===== src/hdl/dsrq_pkg.sv =====
// ----------------------------------------------------------------------------
// dsrq_pkg
// shared types and constants of the deadline sorted ready queue
// ----------------------------------------------------------------------------
package dsrq_pkg;

  localparam int DEFAULT_QUEUE_DEPTH = 16;
  localparam int TASK_W              = 8;
  localparam int DEADLINE_W          = 32;
  localparam int STATUS_W            = 2;
  localparam int OCC_W               = 5;

  localparam logic FUNC_INSERT  = 1'b0;
  localparam logic FUNC_EXTRACT = 1'b1;

  localparam logic [STATUS_W-1:0] ST_OK    = 2'd0;
  localparam logic [STATUS_W-1:0] ST_FULL  = 2'd1;
  localparam logic [STATUS_W-1:0] ST_EMPTY = 2'd2;

  // command broadcast to every cell of the chain
  typedef struct packed {
    logic                  ins;
    logic                  ext;
    logic [TASK_W-1:0]     task_id;
    logic [DEADLINE_W-1:0] deadline;
  } cmd_t;

endpackage


===== src/hdl/dsrq_cell.sv =====
// ----------------------------------------------------------------------------
// dsrq_cell
// one slot of the sorted chain: keeps, shifts right on insert, shifts left
// on extract
// ----------------------------------------------------------------------------
module dsrq_cell
  import dsrq_pkg::*;
#(
  parameter int QUEUE_DEPTH = DEFAULT_QUEUE_DEPTH,
  parameter int IDX         = 0,
  localparam int CW         = $clog2(QUEUE_DEPTH + 1)
) (
  input  logic                  clk,
  input  cmd_t                  cmd,
  input  logic [CW-1:0]         count,
  input  logic                  left_here,
  input  logic [DEADLINE_W-1:0] left_deadline,
  input  logic [TASK_W-1:0]     left_task,
  input  logic [DEADLINE_W-1:0] right_deadline,
  input  logic [TASK_W-1:0]     right_task,
  output logic                  here,
  output logic [DEADLINE_W-1:0] deadline,
  output logic [TASK_W-1:0]     task_id
);

  logic occupied;

  // new entry lands at or before this slot
  assign occupied = count > CW'(IDX);
  assign here     = !occupied || (cmd.deadline <= deadline);

  always_ff @(posedge clk) begin
    if (cmd.ins && here) begin
      if (left_here) begin
        deadline <= left_deadline;
        task_id  <= left_task;
      end else begin
        deadline <= cmd.deadline;
        task_id  <= cmd.task_id;
      end
    end else if (cmd.ext) begin
      deadline <= right_deadline;
      task_id  <= right_task;
    end
  end

endmodule


===== src/hdl/deadline_sorted_ready_queue.sv =====
// ----------------------------------------------------------------------------
// deadline_sorted_ready_queue
// earliest deadline first ready queue built as a chain of sorted cells
// ----------------------------------------------------------------------------
// Each beat on the slave side is an insert (task id and deadline) or an
// extract of the head task, and gives one result beat with the status, the
// removed task, the new running task and the occupancy. One beat is taken
// every cycle unless m_tready stalls the result: each cell compares the new
// deadline with its own entry in parallel and shifts in the same cycle, so
// the rate is set by that single compare and not by the queue depth. The
// result register lets a new beat in while the previous result is taken.
module deadline_sorted_ready_queue
  import dsrq_pkg::*;
#(
  parameter int QUEUE_DEPTH = DEFAULT_QUEUE_DEPTH
) (
  input  logic        clk,
  input  logic        rst,
  input  logic        s_tvalid,
  output logic        s_tready,
  input  logic [39:0] s_tdata,  // task_id[7:0], deadline[39:8]
  input  logic [0:0]  s_tuser,  // func[0]
  output logic        m_tvalid,
  input  logic        m_tready,
  output logic [55:0] m_tdata,  // taken_task[7:0], taken_deadline[39:8],
                                // running_task[47:40], running_valid[48],
                                // occupancy[53:49], zero[55:54]
  output logic [1:0]  m_tuser   // status[1:0]
);

  localparam int CW = $clog2(QUEUE_DEPTH + 1);

  logic                  accept;
  logic                  full;
  logic                  empty;
  cmd_t                  cmd;
  logic [CW-1:0]         count;
  logic [CW-1:0]         count_next;
  logic [STATUS_W-1:0]   status_next;
  logic [TASK_W-1:0]     run_task_next;
  logic [CW+OCC_W-1:0]   count_ext;

  logic                  cell_here     [QUEUE_DEPTH];
  logic [DEADLINE_W-1:0] cell_deadline [QUEUE_DEPTH];
  logic [TASK_W-1:0]     cell_task     [QUEUE_DEPTH];

  assign s_tready = !m_tvalid || m_tready;
  assign accept   = s_tvalid && s_tready;
  assign full     = count == CW'(QUEUE_DEPTH);
  assign empty    = count == '0;

  always_comb begin
    cmd.ins      = accept && (s_tuser[0] == FUNC_INSERT) && !full;
    cmd.ext      = accept && (s_tuser[0] == FUNC_EXTRACT) && !empty;
    cmd.task_id  = s_tdata[7:0];
    cmd.deadline = s_tdata[39:8];
  end

  for (genvar i = 0; i < QUEUE_DEPTH; i++) begin : g_cell
    logic                  lh;
    logic [DEADLINE_W-1:0] ld;
    logic [TASK_W-1:0]     lt;
    logic [DEADLINE_W-1:0] rd;
    logic [TASK_W-1:0]     rt;

    if (i == 0) begin : g_first
      assign lh = 1'b0;
      assign ld = '0;
      assign lt = '0;
    end else begin : g_mid
      assign lh = cell_here[i-1];
      assign ld = cell_deadline[i-1];
      assign lt = cell_task[i-1];
    end

    if (i == QUEUE_DEPTH - 1) begin : g_last
      assign rd = cell_deadline[i];
      assign rt = cell_task[i];
    end else begin : g_inner
      assign rd = cell_deadline[i+1];
      assign rt = cell_task[i+1];
    end

    dsrq_cell #(
      .QUEUE_DEPTH(QUEUE_DEPTH),
      .IDX        (i)
    ) u_cell (
      .clk           (clk),
      .cmd           (cmd),
      .count         (count),
      .left_here     (lh),
      .left_deadline (ld),
      .left_task     (lt),
      .right_deadline(rd),
      .right_task    (rt),
      .here          (cell_here[i]),
      .deadline      (cell_deadline[i]),
      .task_id       (cell_task[i])
    );
  end

  always_comb begin
    count_next    = count;
    status_next   = ST_OK;
    run_task_next = cell_task[0];
    if (cmd.ins) begin
      count_next = count + CW'(1);
      if (cell_here[0]) begin
        run_task_next = cmd.task_id;
      end
    end else if (cmd.ext) begin
      count_next    = count - CW'(1);
      run_task_next = cell_task[1];
    end else if (s_tuser[0] == FUNC_INSERT) begin
      status_next = ST_FULL;
    end else begin
      status_next = ST_EMPTY;
    end
    if (count_next == '0) begin
      run_task_next = '0;
    end
  end

  assign count_ext = {{OCC_W{1'b0}}, count_next};

  always_ff @(posedge clk) begin
    if (rst) begin
      count    <= '0;
      m_tvalid <= 1'b0;
    end else begin
      if (accept) begin
        count    <= count_next;
        m_tvalid <= 1'b1;
      end else if (m_tready) begin
        m_tvalid <= 1'b0;
      end
    end
  end

  always_ff @(posedge clk) begin
    if (accept) begin
      m_tuser         <= status_next;
      m_tdata[7:0]    <= cmd.ext ? cell_task[0] : '0;
      m_tdata[39:8]   <= cmd.ext ? cell_deadline[0] : '0;
      m_tdata[47:40]  <= run_task_next;
      m_tdata[48]     <= count_next != '0;
      m_tdata[53:49]  <= count_ext[OCC_W-1:0];
      m_tdata[55:54]  <= '0;
    end
  end

  a_count_bound: assert property (@(posedge clk) disable iff (rst)
    count <= CW'(QUEUE_DEPTH))
    else $error("queue count above depth");

  a_full_holds: assert property (@(posedge clk) disable iff (rst)
    (accept && s_tuser[0] == FUNC_INSERT && full) |=> count == $past(count))
    else $error("rejected insert changed the count");

  a_insert_grows: assert property (@(posedge clk) disable iff (rst)
    cmd.ins |=> count == $past(count) + CW'(1))
    else $error("insert did not grow the queue");

  a_extract_shrinks: assert property (@(posedge clk) disable iff (rst)
    cmd.ext |=> count == $past(count) - CW'(1))
    else $error("extract did not shrink the queue");

  a_running_flag: assert property (@(posedge clk) disable iff (rst)
    m_tvalid |-> m_tdata[48] == (count != '0))
    else $error("running flag disagrees with the count");

endmodule

===== config.mk =====
export PLATFORM = sky130hd
export DESIGN_NAME = deadline_sorted_ready_queue
export DESIGN_NICKNAME = d
export VERILOG_FILES = /design/src/hdl/dsrq_pkg.sv /design/src/hdl/dsrq_cell.sv /design/src/hdl/deadline_sorted_ready_queue.sv
export SDC_FILE = /design/constraint.sdc
export NUM_CORES = 2
export LEC_CHECK = 0
export ABC_AREA = 1
export BUFFER_PORTS_ARGS = -buffer_cell sky130_fd_sc_hd__clkbuf_2
export CELL_PAD_IN_SITES_DETAIL_PLACEMENT = 0
export CELL_PAD_IN_SITES_GLOBAL_PLACEMENT = 2
export CORE_UTILIZATION = 38
export DETAILED_ROUTE_END_ITERATION = 7
export PLACE_DENSITY = 0.93
export SLEW_MARGIN = 20
export SYNTH_ARGS = -nofsm -noshare
export SYNTH_HDL_FRONTEND = slang
export SYNTH_SLANG_ARGS = --single-unit

===== constraint.sdc =====
create_clock -name clk -period 5.9 [get_ports clk]
set_input_delay 0.295 -clock clk [delete_from_list [all_inputs] [get_ports clk]]
set_output_delay 0.295 -clock clk [all_outputs]
set_load 0.02 [all_outputs]

## After elaboration in Yosys (flattened, before gate mapping)

Cells that the tools add are included.

- Flip-flop bits (word level): 702
- Latch bits: 0
- Bits in writable memories: 0
- Memory bits (read-only): 0
- Input bits: 45
- Output and inout bits: 60
- Word-level logic and storage cells: 248
- Memories kept: 0

- Add/subtract/negate cells: 2
- Multipliers: 0
- Div/mod/pow operators: 0
- Magnitude comparators: 32
- Equality and inequality tests: 1
- Shift-type cells: 0
- Mux-type cells: 97
- Bitwise gates (word level): 1
- Reductions and logical operators: 77

Operators by type and width:

| cell | count |
|---|---|
| two-way mux 32 bit | 45 |
| less-or-equal comparator 32 bit | 16 |
| two-way mux 8 bit | 47 |
| > comparator 5 x 4 -> 1 bit (second input constant) | 8 |
| nonzero test 2 bit | 16 |
| logical AND 1 bit | 21 |
| > comparator 5 x 3 -> 1 bit (second input constant) | 4 |
| zero test 1 bit | 19 |
| logical OR 1 bit | 17 |
| > comparator 5 x 1 -> 1 bit (second input constant) | 2 |
| > comparator 5 x 2 -> 1 bit (second input constant) | 2 |
| zero test 5 bit | 2 |
| two-way mux 5 bit | 2 |
| adder 5 x 1 -> 5 bit (second input constant) | 1 |
| equality test 5 bit (second input constant) | 1 |
| nonzero test 5 bit | 1 |
| subtractor 5 x 1 -> 5 bit (second input constant) | 1 |
| two-way mux 1 bit | 2 |
| two-way mux 2 bit | 1 |
| OR reduction 2 bit | 1 |
| NOT 1 bit | 1 |

## Depth between registers and ports, before layout

- Depth after elaboration: 8
- Mapped depth: 21
- Mapped depth without buffers: 18

## By module

A second synthesis with hierarchy kept.

- Cells, all modules: 6116
- Area total of the unflattened synthesis: 53274.8 um^2

Modules (own cells, without submodules):

| module | instances | cells each | area each (um^2) | seq. area each (um^2) |
|---|---|---|---|---|
| dsrq_cell (g_cell[0].u_cell ...) | 6 | 365 | 3154.3 | 1201.2 |
| dsrq_cell (g_cell[11].u_cell ...) | 2 | 367 | 3161.8 | 1201.2 |
| dsrq_cell (g_cell[10].u_cell ...) | 2 | 365 | 3150.5 | 1201.2 |
| dsrq_cell (g_cell[15].u_cell) | 1 | 366 | 3191.8 | 1201.2 |
| dsrq_cell (g_cell[5].u_cell) | 1 | 365 | 3153.0 | 1201.2 |
| dsrq_cell (g_cell[9].u_cell) | 1 | 365 | 3149.3 | 1201.2 |
| dsrq_cell (g_cell[14].u_cell) | 1 | 364 | 3146.8 | 1201.2 |
| dsrq_cell (g_cell[1].u_cell) | 1 | 364 | 3144.3 | 1201.2 |
| dsrq_cell (g_cell[7].u_cell) | 1 | 364 | 3141.8 | 1201.2 |
| deadline_sorted_ready_queue | 1 | 274 | 2797.7 | 1801.7 |

## Least setup slack after synthesis

OpenSTA, ideal clock, no wires.

- Kind: reg2reg
- From: register m_tvalid
- To: register g_cell[15].u_cell.deadline[0] (enable)
- Data arrival time: 4264 ps
- Slack: 1186 ps
- Stages on the path, launching flop included: 6
- Buffers on the path: 0
- Path through: dfxtp_1 -> nand2_1 -> nand2_1 -> inv_1 -> nand3_2 -> a21oi_1

- Word-level cells in the longest chain between the ends: 6

Ends and longest elaborated chain:

| what | RTL line | text |
|---|---|---|
| from (decl) | deadline_sorted_ready_queue.sv:23 | `output logic m_tvalid,` |
| from (signal assigned) | deadline_sorted_ready_queue.sv:129 | `m_tvalid <= 1'b0;` |
| from (signal assigned) | deadline_sorted_ready_queue.sv:133 | `m_tvalid <= 1'b1;` |
| from (signal assigned) | deadline_sorted_ready_queue.sv:135 | `m_tvalid <= 1'b0;` |
| zero test 1 bit | deadline_sorted_ready_queue.sv:47 | `assign s_tready = !m_tvalid \|\| m_tready;` |
| logical OR 1 bit | deadline_sorted_ready_queue.sv:47 |  |
| net s_tready | deadline_sorted_ready_queue.sv:20 | `output logic s_tready,` |
| logical AND 1 bit | deadline_sorted_ready_queue.sv:48 | `assign accept = s_tvalid && s_tready;` |
| net accept | deadline_sorted_ready_queue.sv:33 | `logic accept;` |
| logical AND 1 bit (2 in a row) | deadline_sorted_ready_queue.sv:53 | `cmd.ins = accept && (s_tuser[0] == FUNC_INSERT) && !full;` |
| logical AND 1 bit | dsrq_cell.sv:33 | `if (cmd.ins && here) begin` |
| to (signal assigned) | dsrq_cell.sv:35 | `deadline <= left_deadline;` |
| to (signal assigned) | dsrq_cell.sv:38 | `deadline <= cmd.deadline;` |
| to (signal assigned) | dsrq_cell.sv:42 | `deadline <= right_deadline;` |
| to (decl) | dsrq_cell.sv:22 | `output logic [DEADLINE_W-1:0] deadline,` |

The timed path passes the listed nets, and every way through them passes these cells.
A chain may end at the register's enable or synchronous reset.

## Worst setup path after layout

- From: input s_tdata[8]
- To: register g_cell[3].u_cell.deadline[16], data pin

- Word-level cells in the longest chain between the ends: 4
- Elaborated cells between the ends (all ways): 7
- Those cells by class: 2 x order compare; 2 x mux; 3 x reduce/logical

Ends and longest elaborated chain:

| what | RTL line | text |
|---|---|---|
| from (decl) | deadline_sorted_ready_queue.sv:21 | `input logic [39:0] s_tdata,` |
| less-or-equal comparator 32 bit | dsrq_cell.sv:30 | `assign here = !occupied \|\| (cmd.deadline <= deadline);` |
| logical OR 1 bit | dsrq_cell.sv:30 |  |
| two-way mux 32 bit or logical AND 1 bit (tied branches) | dsrq_cell.sv:34, dsrq_cell.sv:33 |  |
| two-way mux 32 bit (*) | dsrq_cell.sv:33 |  |
| to (signal assigned) | dsrq_cell.sv:35 |  |
| to (signal assigned) | dsrq_cell.sv:38 |  |
| to (signal assigned) | dsrq_cell.sv:42 |  |
| to (decl) | dsrq_cell.sv:22 |  |

Mark *: on every way between the ends. The rest lies on a longest branch, timed or not.

==> metrics.txt <==
hold crit path type input port to register; CP arrival 4730 ps; hold path startpoint s_tuser; Initial Util 0.3853; largest net degree at the start of global routing 73; maxcap violations 0; gpl congestion 0.9536; CP Data Required Time 6450 ps; final WL 200200 um; htree depth 3; Final period util 0.7075; RSZ-0062 raised after global routing no; Post-Syn Area 50910 sq um; setup TNS 0 ps; TritonCTS clock tree yes; clk slew on worst S/H paths 60 ps; final hold vios 0; Register Area 20940 sq um; global route overflow 0; CTS max path bufs 3; vias per std cell 5.412; XOR/XNOR share of the synthesized area 0.0003441; Vias 47484; IO buf count 102; number of fill cells 13719; initial antenna violation count 4; origin of the critical flop-to-flop path count[1]$_SDFFE_PP0P_; fin crit period 4174 ps; cell row count 133; reg2reg end g_cell[3].u_cell.deadline[16]$_DFFE_PP_; average wire per standard cell 22.82 um; fmax 0.2396 GHz; LEAKAGE 28.95 nW; Cells after DPL 8605; simple-gate area share of the yosys netlist 0.3331; # setup viols final 0; CP Capture Type register; largest area contributor in the netlist edfxtp_1; Worst Path Class, Setup input port to register; post_cts resized 0; Synth Area in Compound Gates 0.04957; Num CTS Buffers 89; NumNets Final 7506; Max Slew Vio Count 0; root buf cell clkbuf_16; Yosys warnings 0; Critical Path Fanout Max 41; FF-to-FF path depth 10; die area 135400 sq um; synth unique cells 37; cell count after synthesis 6956; main combinational cell family by area after synthesis simple AND/OR/NAND/NOR gates; Max-slew headroom 0.2720; Adder-Cell Fraction of Synth Area 0.1271; multi-input logic area 26150 sq um; DR pass1 iterations 6; Mapped Avg Cell Area 7.318 sq um; Startpoint Class input port; share of cells above drive strength 1 0.06099; ANT nets after route 0; Post-Layout Cell Count 8774; initial DRC count 5644; die width 368.0 um; status finished, final reports clean; Die H 368.0 um; Worst Hold Path EP m_tuser[0]$_SDFFCE_PP0P_; Worst Skew 22.06 ps; post-synthesis mux area share 0; insertion delay of the later-clocked pin in the worst-skew pair 690 ps; # DRC 0; Sinks on Clock Net 702; Ports 105; HPWL Detailed 150000 um; reg-to-reg slack, setup 1790 ps; sequential share of the synthesized area 0.4113; number of global-route vias before repair 43719; PwrDens 330.5 nW/um^2; first-pass GRT wire length 294600 um; Core Area 132100 sq um; post-synth top area share 0.4058; Slew @ Worst Pin 1088 ps; FF+latch count, synth 702; area growth from synthesis to layout 10.84%; synth top area cells edfxtp_1 41%, nand2_1 25%, ha_1 13%; Max IR drop VDD 234.2 uV; Tot GR Track Use 0.2898; Hold Path Depth 2
synthesized netlist by cell type, drive strengths merged:
cell / n
nand2: 3379
edfxtp: 688
inv: 661
nand3: 601
ha: 517
a21oi: 257
clkbuf: 202
nor2: 183
buf: 154
o21ai: 133
nand4: 49
o21a: 31
nor3: 26
o21bai: 26
dfxtp: 14
a31oi: 11
nor3b: 11
a21o: 2
o211ai: 2
or2: 2
xor2: 2
a211oi: 1
and2: 1
conb: 1
nor2b: 1
nor4: 1
worst max path at each step:
| stage | startpoint | end | cells after the start | slack (ps) |
|---|---|---|---|---|
| global route | g_cell[11].u_cell.deadline[15]$_DFFE_PP_ | g_cell[11].u_cell.deadline[22]$_DFFE_PP_ | 15 | 1570 |
| floorplan | m_tvalid$_SDFFE_PP0P_ | g_cell[15].u_cell.deadline[0]$_DFFE_PP_ | 5 | 1190 |
| detailed placement | s_tdata[8] | g_cell[3].u_cell.deadline[16]$_DFFE_PP_ | 13 | 1230 |
| CTS | count[1]$_SDFFE_PP0P_ | g_cell[3].u_cell.deadline[16]$_DFFE_PP_ | 10 | 1890 |
| finish | s_tdata[8] | g_cell[3].u_cell.deadline[16]$_DFFE_PP_ | 13 | 1730 |
| global placement | s_tdata[8] | g_cell[3].u_cell.deadline[16]$_DFFE_PP_ | 13 | 1290 |
state kept, by name, indices dropped and copies added, names as in the netlist:
signal and count:
m_tuser 2, g_cell.u_cell.task_id 128, m_tdata 54, count 5, g_cell.u_cell.deadline 512, m_tvalid 1
cells by family (layout without fill, tap and decap cells):
family | Yosys count | in the layout
AND/OR/NAND/NOR | 4254 | 4254
other | 1 | 4
adder cells (fa/ha/maj) | 517 | 517
AO/OA/AOI/OAI | 463 | 463
flip-flops | 702 | 702
XOR/XNOR | 2 | 2
buffers and inverters | 1017 | 1077
worst max-delay path: stages:
cell      delay (ps)
clkbuf_2         650
inv_1            500
ha_1             470
nand3_1           80
nor3_1           310
a31oi_4          130
buf_4            310
nand2_1          160
nand2_1          360
buf_4            420
inv_2            650
nand2_1          210
nand2_1           90
where the power goes:
part,leakage [nW],switching (mW),total [mW],internal [mW]
clock network,1.42,2.40,5.68,3.28
registers,6.67,0.752,7.32,6.57
logic,20.9,4.02,5.65,1.63
total,28.9,7.16,18.6,11.5
placed cells by master, fill, tap and decap left out, drive strengths merged, types with 3 or more instances in the layout:
master,count
nor2,183
dfxtp,14
o21ai,133
clkbuf,210
clkinv,34
buf,147
o21a,31
nor3b,11
a21oi,257
inv,665
bufinv,11
nor3,26
a31oi,11
clkinvlp,7
o21bai,26
edfxtp,688
nand4,49
ha,517
nand3,601
dlygate4sd3,3
nand2,3379
metrics by stage:
stage	setup WS, ps	utilization	cell area (sq um)	hold slack (ps)	total power, mW
global route	1572	0.4270	56420	220.6	19.59
floorplan	1186	-	50910	364.1	10.73
finish	1726	0.4271	56430	231.1	18.65
global placement	1294	0.4043	53420	498.1	12.83
detailed placement	1230	0.4043	53420	509.2	12.94
CTS	1892	0.4269	56410	161.6	18.60
layout make-up:
cell class	instances	area share
Antenna cell	2	0.00008870
Clock buffer	108	0.04073
Clock inverter	56	0.01169
Inverter	661	0.04397
Multi-Input combinational cell	5238	0.4635
Sequential cell	702	0.3711
Tap cell	1755	0.03892
Timing Repair Buffer	252	0.03002
per-layer routing:
layer | up-vias | track usage | part of all wire
li1 | 22420 | - | -
met1 | 22483 | 0.4333 | 0.46
met2 | 2264 | 0.4119 | 0.41
met3 | 315 | 0.04623 | 0.094
met4 | 2 | 0.1154 | 0.045
met5 | - | 0 | 0.000065
repair_timing:
action / in CTS / in global routing
buffers inserted: 0 / 0
hold buffers: 3 / 0
hold endpoints to repair: 6 / 0
Power figures use the tool's default switching activity.
